### src/rtl/pip_pkg.sv
`timescale 1ns / 1ps
// Package for the point-in-polygon test block: defaults, item modes, FSM states
// and the status struct of the edge unit. No dependencies.

package pip_pkg;

  localparam int unsigned MaxVerticesDef = 64;
  localparam int unsigned CoordBitsDef   = 16;
  localparam int unsigned CrossBits      = 7;

  typedef enum logic [1:0] {
    ModeClear  = 2'd0,
    ModeAppend = 2'd1,
    ModeQuery  = 2'd2
  } pip_mode_e;

  typedef enum logic [2:0] {
    StIdle,
    StWalk,
    StWrap,
    StTail,
    StDrain
  } pip_state_e;

  typedef struct packed {
    logic busy;
    logic on_bnd;
  } pip_stat_t;

endpackage

### src/rtl/pip_item_if.sv
`timescale 1ns / 1ps
// Valid/ready channel interfaces for input items and query results.
// Depends on pip_pkg.

interface pip_item_if #(
  parameter int unsigned CoordBits = pip_pkg::CoordBitsDef
);
  logic                        valid;
  logic                        ready;
  logic [1:0]                  mode;
  logic signed [CoordBits-1:0] point_x;
  logic signed [CoordBits-1:0] point_y;

  modport source (output valid, mode, point_x, point_y, input ready);
  modport sink   (input valid, mode, point_x, point_y, output ready);
endinterface

interface pip_res_if;
  import pip_pkg::*;
  logic                 valid;
  logic                 ready;
  logic                 inside_res;
  logic                 on_boundary;
  logic [CrossBits-1:0] crossings;
  logic                 overflowed;

  modport source (output valid, inside_res, on_boundary, crossings, overflowed, input ready);
  modport sink   (input valid, inside_res, on_boundary, crossings, overflowed, output ready);
endinterface

### src/rtl/pip_ram.sv
`timescale 1ns / 1ps
// Generic single-port-write, single-port-read RAM with registered read data.
// No dependencies.

module pip_ram #(
  parameter int unsigned Width = 32,
  parameter int unsigned Depth = 64
) (
  input  logic                     clk_i,
  input  logic                     we_i,
  input  logic [$clog2(Depth)-1:0] waddr_i,
  input  logic [Width-1:0]         wdata_i,
  input  logic [$clog2(Depth)-1:0] raddr_i,
  output logic [Width-1:0]         rdata_o
);

  logic [Width-1:0] mem_q [Depth];
  logic [Width-1:0] rdata_q;

  always_ff @(posedge clk_i) begin
    if (we_i) begin
      mem_q[waddr_i] <= wdata_i;
    end
    rdata_q <= mem_q[raddr_i];
  end

  assign rdata_o = rdata_q;

endmodule

### src/rtl/pip_edge_unit.sv
`timescale 1ns / 1ps
// Three-stage edge test unit: differences, cross products, then sign test and
// accumulation of crossings and boundary hits. Depends on pip_pkg.

module pip_edge_unit #(
  parameter int unsigned MaxVertices = pip_pkg::MaxVerticesDef,
  parameter int unsigned CoordBits   = pip_pkg::CoordBitsDef
) (
  input  logic                                    clk_i,
  input  logic                                    rst_ni,
  input  logic                                    clr_i,
  input  logic                                    feed_i,
  input  logic signed [CoordBits-1:0]             x1_i,
  input  logic signed [CoordBits-1:0]             y1_i,
  input  logic signed [CoordBits-1:0]             x2_i,
  input  logic signed [CoordBits-1:0]             y2_i,
  input  logic signed [CoordBits-1:0]             px_i,
  input  logic signed [CoordBits-1:0]             py_i,
  output pip_pkg::pip_stat_t                      stat_o,
  output logic [$clog2(MaxVertices+1)-1:0]        cnt_o
);
  import pip_pkg::*;

  localparam int unsigned DW   = CoordBits + 1;
  localparam int unsigned PW   = 2 * DW;
  localparam int unsigned CntW = $clog2(MaxVertices + 1);

  logic                 s1_v_q, s2_v_q;
  logic signed [DW-1:0] dx_d, dy_d, ex_d, ey_d;
  logic signed [DW-1:0] dx_q, dy_q, ex_q, ey_q;
  logic                 eqv_d, boxx_d, spany_d;
  logic                 eqv_q, boxx_q, spany_q, dynz_q, dyneg_q;
  logic                 eqv2_q, boxx2_q, spany2_q, dynz2_q, dyneg2_q;
  logic signed [PW-1:0] p1_q, p2_q;
  logic signed [PW:0]   c_diff;
  logic                 c_zero, c_neg, hit_onb, hit_cnt;
  logic [CntW-1:0]      cnt_q, cnt_d;
  logic                 onb_q, onb_d;

  always_comb begin
    dx_d    = DW'(x2_i) - DW'(x1_i);
    dy_d    = DW'(y2_i) - DW'(y1_i);
    ex_d    = DW'(px_i) - DW'(x1_i);
    ey_d    = DW'(py_i) - DW'(y1_i);
    eqv_d   = (x1_i == px_i) && (y1_i == py_i);
    boxx_d  = ((px_i >= x1_i) && (px_i <= x2_i)) || ((px_i >= x2_i) && (px_i <= x1_i));
    spany_d = ((py_i >= y1_i) && (py_i <= y2_i)) || ((py_i >= y2_i) && (py_i <= y1_i));
  end

  always_ff @(posedge clk_i) begin
    dx_q     <= dx_d;
    dy_q     <= dy_d;
    ex_q     <= ex_d;
    ey_q     <= ey_d;
    eqv_q    <= eqv_d;
    boxx_q   <= boxx_d;
    spany_q  <= spany_d;
    dynz_q   <= (dy_d != '0);
    dyneg_q  <= dy_d[DW-1];
    p1_q     <= dy_q * ex_q;
    p2_q     <= dx_q * ey_q;
    eqv2_q   <= eqv_q;
    boxx2_q  <= boxx_q;
    spany2_q <= spany_q;
    dynz2_q  <= dynz_q;
    dyneg2_q <= dyneg_q;
  end

  // The ray meets the edge at or right of the point when the cross product
  // has no sign opposite to the one that dy calls for.
  always_comb begin
    c_diff  = (PW+1)'(p1_q) - (PW+1)'(p2_q);
    c_zero  = (c_diff == '0);
    c_neg   = c_diff[PW];
    hit_onb = eqv2_q || (boxx2_q && spany2_q && c_zero);
    hit_cnt = dynz2_q && spany2_q && (dyneg2_q ? !c_neg : (c_neg || c_zero));
    cnt_d   = cnt_q;
    onb_d   = onb_q;
    if (clr_i) begin
      cnt_d = '0;
      onb_d = 1'b0;
    end else if (s2_v_q) begin
      cnt_d = cnt_q + CntW'(hit_cnt);
      onb_d = onb_q || hit_onb;
    end
  end

  always_ff @(posedge clk_i or negedge rst_ni) begin
    if (!rst_ni) begin
      s1_v_q <= 1'b0;
      s2_v_q <= 1'b0;
      cnt_q  <= '0;
      onb_q  <= 1'b0;
    end else begin
      s1_v_q <= feed_i;
      s2_v_q <= s1_v_q;
      cnt_q  <= cnt_d;
      onb_q  <= onb_d;
    end
  end

  assign stat_o.busy   = s1_v_q || s2_v_q;
  assign stat_o.on_bnd = onb_q;
  assign cnt_o         = cnt_q;

endmodule

### src/rtl/point_in_polygon_test_top.sv
`timescale 1ns / 1ps
// Top level of the point-in-polygon test: vertex store, walk sequencer and result
// register. Depends on pip_pkg, pip_item_if, pip_ram and pip_edge_unit.

// Clear and append items are taken in the idle state, which they do not leave. A
// query walks the stored vertices before the block is ready again (an empty
// polygon skips the walk): the vertex RAM's single read port supplies one vertex per
// cycle, and each edge passes through the three-stage edge unit, which must
// drain before the result is registered. The result waits in an output register,
// so the next item can be accepted while it is still pending.

module point_in_polygon_test_top #(
  parameter int unsigned MaxVertices = pip_pkg::MaxVerticesDef,
  parameter int unsigned CoordBits   = pip_pkg::CoordBitsDef
) (
  input logic      clk_i,
  input logic      rst_ni,
  pip_item_if.sink item_i,
  pip_res_if.source res_o
);
  import pip_pkg::*;

  localparam int unsigned AW   = $clog2(MaxVertices);
  localparam int unsigned CntW = $clog2(MaxVertices + 1);
  localparam int unsigned VW   = 2 * CoordBits;

  pip_state_e                  state_q, state_d;
  logic [CntW-1:0]             count_q, count_d;
  logic                        ovf_q, ovf_d;
  logic [AW-1:0]               rd_idx_q, rd_idx_d, last_idx;
  logic                        arr_v_q, arr_first_q;
  logic signed [CoordBits-1:0] px_q, py_q;
  logic [VW-1:0]               first_q, prev_q, rdata, v2;
  logic                        item_fire, full, ram_we, feed, clr_acc;
  logic                        item_ready, walk_rd, tail_feed, load_res, out_free;
  pip_mode_e                   mode;
  pip_stat_t                   stat;
  logic [CntW-1:0]             cnt;
  logic                        res_valid_q, res_inside_q, res_onb_q, res_ovf_q;
  logic [CrossBits-1:0]        res_cross_q;

  assign item_fire = item_i.valid && item_ready;
  assign mode      = pip_mode_e'(item_i.mode);
  assign full      = (count_q >= CntW'(MaxVertices));
  assign last_idx  = AW'(count_q - CntW'(1));
  assign out_free  = !res_valid_q || res_o.ready;
  assign ram_we    = item_fire && (mode == ModeAppend) && !full;
  assign clr_acc   = item_fire && (mode == ModeQuery);

  always_comb begin
    state_d = state_q;
    case (state_q)
      StIdle: begin
        if (item_fire && (mode == ModeQuery)) begin
          state_d = (count_q != '0) ? StWalk : StDrain;
        end
      end
      StWalk: begin
        if (rd_idx_q == last_idx) begin
          state_d = StWrap;
        end
      end
      StWrap:  state_d = StTail;
      StTail:  state_d = StDrain;
      StDrain: begin
        if (load_res) begin
          state_d = StIdle;
        end
      end
      default: state_d = StIdle;
    endcase
  end

  always_comb begin
    item_ready = 1'b0;
    walk_rd    = 1'b0;
    tail_feed  = 1'b0;
    load_res   = 1'b0;
    case (state_q)
      StIdle:  item_ready = 1'b1;
      StWalk:  walk_rd = 1'b1;
      StWrap:  ;
      StTail:  tail_feed = 1'b1;
      StDrain: load_res = !stat.busy && out_free;
      default: ;
    endcase
  end

  always_comb begin
    count_d = count_q;
    ovf_d   = ovf_q;
    if (item_fire) begin
      case (mode)
        ModeClear: begin
          count_d = '0;
          ovf_d   = 1'b0;
        end
        ModeAppend: begin
          if (full) begin
            ovf_d = 1'b1;
          end else begin
            count_d = count_q + CntW'(1);
          end
        end
        default: ;
      endcase
    end
    rd_idx_d = walk_rd ? rd_idx_q + AW'(1) : '0;
  end

  pip_ram #(
    .Width (VW),
    .Depth (MaxVertices)
  ) u_vtx_ram (
    .clk_i   (clk_i),
    .we_i    (ram_we),
    .waddr_i (AW'(count_q)),
    .wdata_i ({item_i.point_y, item_i.point_x}),
    .raddr_i (rd_idx_q),
    .rdata_o (rdata)
  );

  // Each arriving vertex closes the edge from the one before; the tail cycle
  // closes the polygon from the last vertex back to the first.
  assign feed = (arr_v_q && !arr_first_q) || tail_feed;
  assign v2   = tail_feed ? first_q : rdata;

  pip_edge_unit #(
    .MaxVertices (MaxVertices),
    .CoordBits   (CoordBits)
  ) u_edge (
    .clk_i  (clk_i),
    .rst_ni (rst_ni),
    .clr_i  (clr_acc),
    .feed_i (feed),
    .x1_i   (prev_q[CoordBits-1:0]),
    .y1_i   (prev_q[VW-1:CoordBits]),
    .x2_i   (v2[CoordBits-1:0]),
    .y2_i   (v2[VW-1:CoordBits]),
    .px_i   (px_q),
    .py_i   (py_q),
    .stat_o (stat),
    .cnt_o  (cnt)
  );

  always_ff @(posedge clk_i or negedge rst_ni) begin
    if (!rst_ni) begin
      state_q     <= StIdle;
      count_q     <= '0;
      ovf_q       <= 1'b0;
      rd_idx_q    <= '0;
      arr_v_q     <= 1'b0;
      arr_first_q <= 1'b0;
      res_valid_q <= 1'b0;
    end else begin
      state_q     <= state_d;
      count_q     <= count_d;
      ovf_q       <= ovf_d;
      rd_idx_q    <= rd_idx_d;
      arr_v_q     <= walk_rd;
      arr_first_q <= walk_rd && (rd_idx_q == '0);
      if (load_res) begin
        res_valid_q <= 1'b1;
      end else if (res_o.ready) begin
        res_valid_q <= 1'b0;
      end
    end
  end

  always_ff @(posedge clk_i) begin
    if (clr_acc) begin
      px_q <= item_i.point_x;
      py_q <= item_i.point_y;
    end
    if (arr_v_q) begin
      prev_q <= rdata;
      if (arr_first_q) begin
        first_q <= rdata;
      end
    end
    if (load_res) begin
      res_inside_q <= cnt[0];
      res_onb_q    <= stat.on_bnd;
      res_cross_q  <= CrossBits'(cnt);
      res_ovf_q    <= ovf_q;
    end
  end

  assign item_i.ready      = item_ready;
  assign res_o.valid       = res_valid_q;
  assign res_o.inside_res  = res_inside_q;
  assign res_o.on_boundary = res_onb_q;
  assign res_o.crossings   = res_cross_q;
  assign res_o.overflowed  = res_ovf_q;

endmodule
### src/flat_wrapper.sv
// flat-port wrapper written by rule: the top's interface ports become plain ports
module point_in_polygon_test_top_flat import pip_pkg::*;
#(
  parameter int unsigned MaxVertices = pip_pkg::MaxVerticesDef,
  parameter int unsigned CoordBits   = pip_pkg::CoordBitsDef
)
  (clk_i, rst_ni, item_i_valid, item_i_mode, item_i_point_x, item_i_point_y, item_i_ready, res_o_valid, res_o_inside_res, res_o_on_boundary, res_o_crossings, res_o_overflowed, res_o_ready);
  pip_item_if #(.CoordBits(CoordBits)) item_i_i ();
  pip_res_if res_o_i ();
  input logic clk_i;
  input logic rst_ni;
  input wire logic [$bits(item_i_i.valid)-1:0] item_i_valid;
  input wire logic [$bits(item_i_i.mode)-1:0] item_i_mode;
  input wire logic [$bits(item_i_i.point_x)-1:0] item_i_point_x;
  input wire logic [$bits(item_i_i.point_y)-1:0] item_i_point_y;
  output wire logic [$bits(item_i_i.ready)-1:0] item_i_ready;
  output wire logic [$bits(res_o_i.valid)-1:0] res_o_valid;
  output wire logic [$bits(res_o_i.inside_res)-1:0] res_o_inside_res;
  output wire logic [$bits(res_o_i.on_boundary)-1:0] res_o_on_boundary;
  output wire logic [$bits(res_o_i.crossings)-1:0] res_o_crossings;
  output wire logic [$bits(res_o_i.overflowed)-1:0] res_o_overflowed;
  input wire logic [$bits(res_o_i.ready)-1:0] res_o_ready;
  assign item_i_i.valid = item_i_valid;
  assign item_i_i.mode = item_i_mode;
  assign item_i_i.point_x = item_i_point_x;
  assign item_i_i.point_y = item_i_point_y;
  assign item_i_ready = item_i_i.ready;
  assign res_o_valid = res_o_i.valid;
  assign res_o_inside_res = res_o_i.inside_res;
  assign res_o_on_boundary = res_o_i.on_boundary;
  assign res_o_crossings = res_o_i.crossings;
  assign res_o_overflowed = res_o_i.overflowed;
  assign res_o_i.ready = res_o_ready;
  point_in_polygon_test_top #(.MaxVertices(MaxVertices), .CoordBits(CoordBits)) u_core (.clk_i(clk_i), .rst_ni(rst_ni), .item_i(item_i_i), .res_o(res_o_i));
endmodule
### config.mk
export PLATFORM = sky130hd
export DESIGN_NAME = point_in_polygon_test_top_flat
export DESIGN_NICKNAME = d
export VERILOG_FILES = /design/src/rtl/pip_pkg.sv /design/src/rtl/pip_item_if.sv /design/src/rtl/pip_ram.sv /design/src/rtl/pip_edge_unit.sv /design/src/rtl/point_in_polygon_test_top.sv /design/src/flat_wrapper.sv
export SDC_FILE = /design/constraint.sdc
export NUM_CORES = 2
export LEC_CHECK = 0
export ABC_CLOCK_PERIOD_IN_PS = 6700
export BUFFER_PORTS_ARGS = -buffer_cell sky130_fd_sc_hd__buf_2
export CORE_UTILIZATION = 50
export CTS_CLUSTER_SIZE = 28
export DETAILED_ROUTE_END_ITERATION = 10
export PLACE_DENSITY = 0.68
export SKIP_CTS_REPAIR_TIMING = 1
export SYNTH_ARGS = -nofsm -noshare
export SYNTH_HDL_FRONTEND = slang
export SYNTH_SLANG_ARGS = --single-unit
### constraint.sdc
create_clock -name clk_i -period 6.7 [get_ports clk_i]
set_clock_uncertainty 0.15 [all_clocks]
set_input_delay 0.67 -clock clk_i [delete_from_list [all_inputs] [get_ports clk_i]]
set_output_delay 0.67 -clock clk_i [all_outputs]
set_load 0.01 [all_outputs]
==> impl_results.md <==
* Worst setup EP type: flip-flop
* IO Pins at 50
* Setup TNS at 0 ns
* Setup violations, final at 0
* Drt total wl at 264000 um
* CP Class: flip-flop to flip-flop
* Clk_lat worst skew at 0.88 ns
* GRT Total Usage at 0.234
* DIE HEIGHT at 479 um
* Status: finished, final reports clean
* Final Non-Filler Cells at 10117
* Initial Util at 0.505
* Row count at 174
* #FFs+latches synth at 2360
* Data required time of the worst path at 7.28 ns
* Tmin final at 6.51 ns
* Mapped Nets at 7638
* Initial antenna violation count at 14
* Core box area at 0.226 mm2
* Routed WL per cell at 26.1 um
* Startpoint Class: flip-flop
* Post-synthesis async set-or-reset flop share at 0.0127
* Port bufs at 49
* Largest net degree at the start of global routing at 108
* Final antenna-violating net count at 0
* Placed cell count at 9680
* RSZ-0062 raised after global routing: false
* NumNets Final at 7863
* CTS sink count at 2360
* Avg Synthesized Cell Area at 17.0 um2
* Final hold violation count at 0
* Post-DR vias/cell at 5.82
* CTS clk-pin slew, worst paths at 0.06 ns
* Area of the mapped netlist at 0.114 mm2
* DR iter-0 viols at 5451
* # DRC at 0
* Number of max-cap violations at 0
* Clock Tree Buf Depth at 3
* Gpl congestion at 0.890
* Worst slack, placed at 0.100 ns
* TritonCTS clock tree: done
* Area occupied by multi-input gates at 0.0416 mm2
* First-pass GRT wire length at 399000 um
* Worst min-delay path class: input pin to flip-flop
* Worst slew pin tran at 1.25 ns
* Chip width at 479 um
* Num CTS Buffers at 227
* Vias in the first global route at 61574
* Remaining Overflow, GRT at 0
* Relative slew slack at 0.168
* Reg area at 0.0690 mm2
* Sequential area share after synthesis at 0.605
* H-tree depth at 4
* Post-synth EDFFs at 2153
* Max Slew Vio Count at 0
* Synthesis Warnings at 0
* Clock Tree Root: clkbuf_16
* Unique masters post-synth at 95
* Largest fanout on the critical path at 17
* Final worst-path cycle share at 0.971
* Main synth FF type: edfxtp_1
* Cells after Synth at 6694
* Layout cells sized above 1 at 0.197
* F_max at 0.154 GHz
* Detailed placer's ending HPWL at 174000 um
* Final WS setup at 0.195 ns
* Layout area overhead at 11.6%
* Vias at 58852
* Detailed Routing Iterations Pass 1 at 7
* Worst path arrival time at 7.09 ns
* Fill cells at 17128
* DIE AREA at 0.230 mm2
* Final hold slack at 0.0279 ns
stage by stage:
stage | area, um2 | util
2_1_floorplan | 114000 | -
3_3_place_gp | 119000 | 0.528
3_5_place_dp | 119000 | 0.528
4_1_cts | 127000 | 0.563
5_1_grt | 127000 | 0.564
6_report | 127000 | 0.564
worst max-delay path: stages, from the launching register on:
cell and delay [ns]:
dfxtp_1 0.74, nand2_1 0.16, fa_1 0.52, inv_1 0.06
fa_1 0.55, fa_1 0.45, fa_1 0.46, fa_1 0.49
inv_1 0.05, fa_1 0.47, inv_1 0.04, ha_1 0.28
a21o_1 0.17, a21o_1 0.19, a21o_1 0.22, nor3_1 0.18
o211ai_1 0.20, a41o_1 0.33, a221oi_4 0.34, o21bai_2 0.09
a21oi_2 0.15, xnor2_1 0.13
cell usage after synthesis (19+ instances only):
cell | number | area [um2]
buf_1 | 35 | 131
ha_1 | 309 | 3870
dfrtp_1 | 30 | 751
and2_1 | 304 | 1900
edfxtp_1 | 2153 | 64700
a21oi_1 | 109 | 546
xor2_1 | 33 | 289
o21ai_0 | 68 | 340
nor2_1 | 214 | 803
a21o_1 | 44 | 330
nor3_1 | 47 | 235
nand2b_1 | 27 | 169
clkbuf_1 | 189 | 709
nor2b_1 | 29 | 181
fa_1 | 597 | 12000
nand4_1 | 22 | 138
nand2_1 | 361 | 1360
o21a_1 | 19 | 143
mux2i_1 | 29 | 290
xnor2_1 | 111 | 972
buf_2 | 20 | 100
nand3_1 | 34 | 170
mux4_2 | 672 | 15100
dfxtp_1 | 177 | 3540
inv_1 | 779 | 2920
metal layers:
layer,global-route usage,routed length [um],vias to the layer above
li1,-,-,25247
met2,0.399,133000,1999
met3,0.0327,15400,413
met4,0.0636,7260,6
met1,0.317,108000,31187
met5,0,45,-
flip-flops by register name (all words and copies together), names as in the netlist, 3 cells and up:
| register | cells |
|---|---|
| u_core.px_q | 16 |
| u_core.py_q | 16 |
| u_core.u_vtx_ram.rdata_o | 32 |
| u_core.count_q | 7 |
| u_core.u_edge.dx_q | 17 |
| u_core.u_edge.cnt_o | 7 |
| u_core.u_edge.p2_q | 34 |
| u_core.res_o.crossings | 7 |
| u_core.prev_q | 32 |
| u_core.u_edge.dy_q | 17 |
| u_core.rd_idx_q | 6 |
| u_core.first_q | 32 |
| u_core.state_q | 3 |
| u_core.u_edge.p1_q | 34 |
| u_core.u_edge.ey_q | 17 |
| u_core.u_edge.ex_q | 17 |
| u_core.u_vtx_ram.mem_q | 2048 |
final cells by class:
class,instances,area share
diodes,4,0.0000787
multi-input cells,3303,0.327
well taps,2992,0.0294
clock buffers,286,0.0477
clock inverters,145,0.0149
inverters,780,0.0230
flip-flops and latches,2360,0.543
repair buffers,247,0.0150
cells in the final DEF (no fill, tap or decap), types with 12 or more instances in the layout:
cell        instances
a211oi_1           12
a21o_1             44
a21oi_1           108
a31oi_1            12
and2_1            304
and3_1             17
buf_12             14
buf_2              49
buf_4             182
bufinv_16          36
clkbuf_1           47
clkbuf_16         231
clkinv_1           31
clkinv_2           43
clkinvlp_4         14
dfrtp_1            24
dfxtp_1           159
dfxtp_2            18
edfxtp_1         2153
fa_1              597
ha_1              309
inv_1             779
mux2i_1            29
mux4_2            672
nand2_1           361
nand2b_1           27
nand3_1            34
nand4_1            22
nor2_1            150
nor2_4             64
nor2b_1            29
nor3_1             47
o211ai_1           17
o21a_1             19
o21ai_0            67
o21bai_1           17
o31ai_1            16
or3_1              16
xnor2_1           111
xor2_1             33
worst paths after layout:
path	endpoint	slack (ns)	startpoint	depth (start not counted)
worst max-delay path	u_core.u_edge.p1_q[30]	0.19	u_core.u_edge.ex_q[13]	21
worst min-delay path	u_core.ovf_q	0.03	item_i_valid	4
worst max register to register	u_core.u_edge.p1_q[30]	0.19	u_core.u_edge.ex_q[13]	21
worst min register to register	u_core.u_edge.dynz2_q	0.18	u_core.u_edge.dynz_q	0
max in group asynchronous	u_core.rd_idx_q[0]	5.32	rst_ni	2
min in group asynchronous	u_core.rd_idx_q[2]	0.37	rst_ni	2
logic make-up after synthesis:
| logic type | share of synthesized area |
|---|---|
| mux | 0.136 |
| compound gates | 0.0256 |
| buf+inv | 0.0345 |
| simple gates | 0.0488 |
| xor+xnor | 0.0111 |
| fa+ha+maj | 0.139 |
| flops | 0.605 |
Power is not shown: default switching activity piles up to over one toggle a cycle in this logic, so the estimate is an artifact.
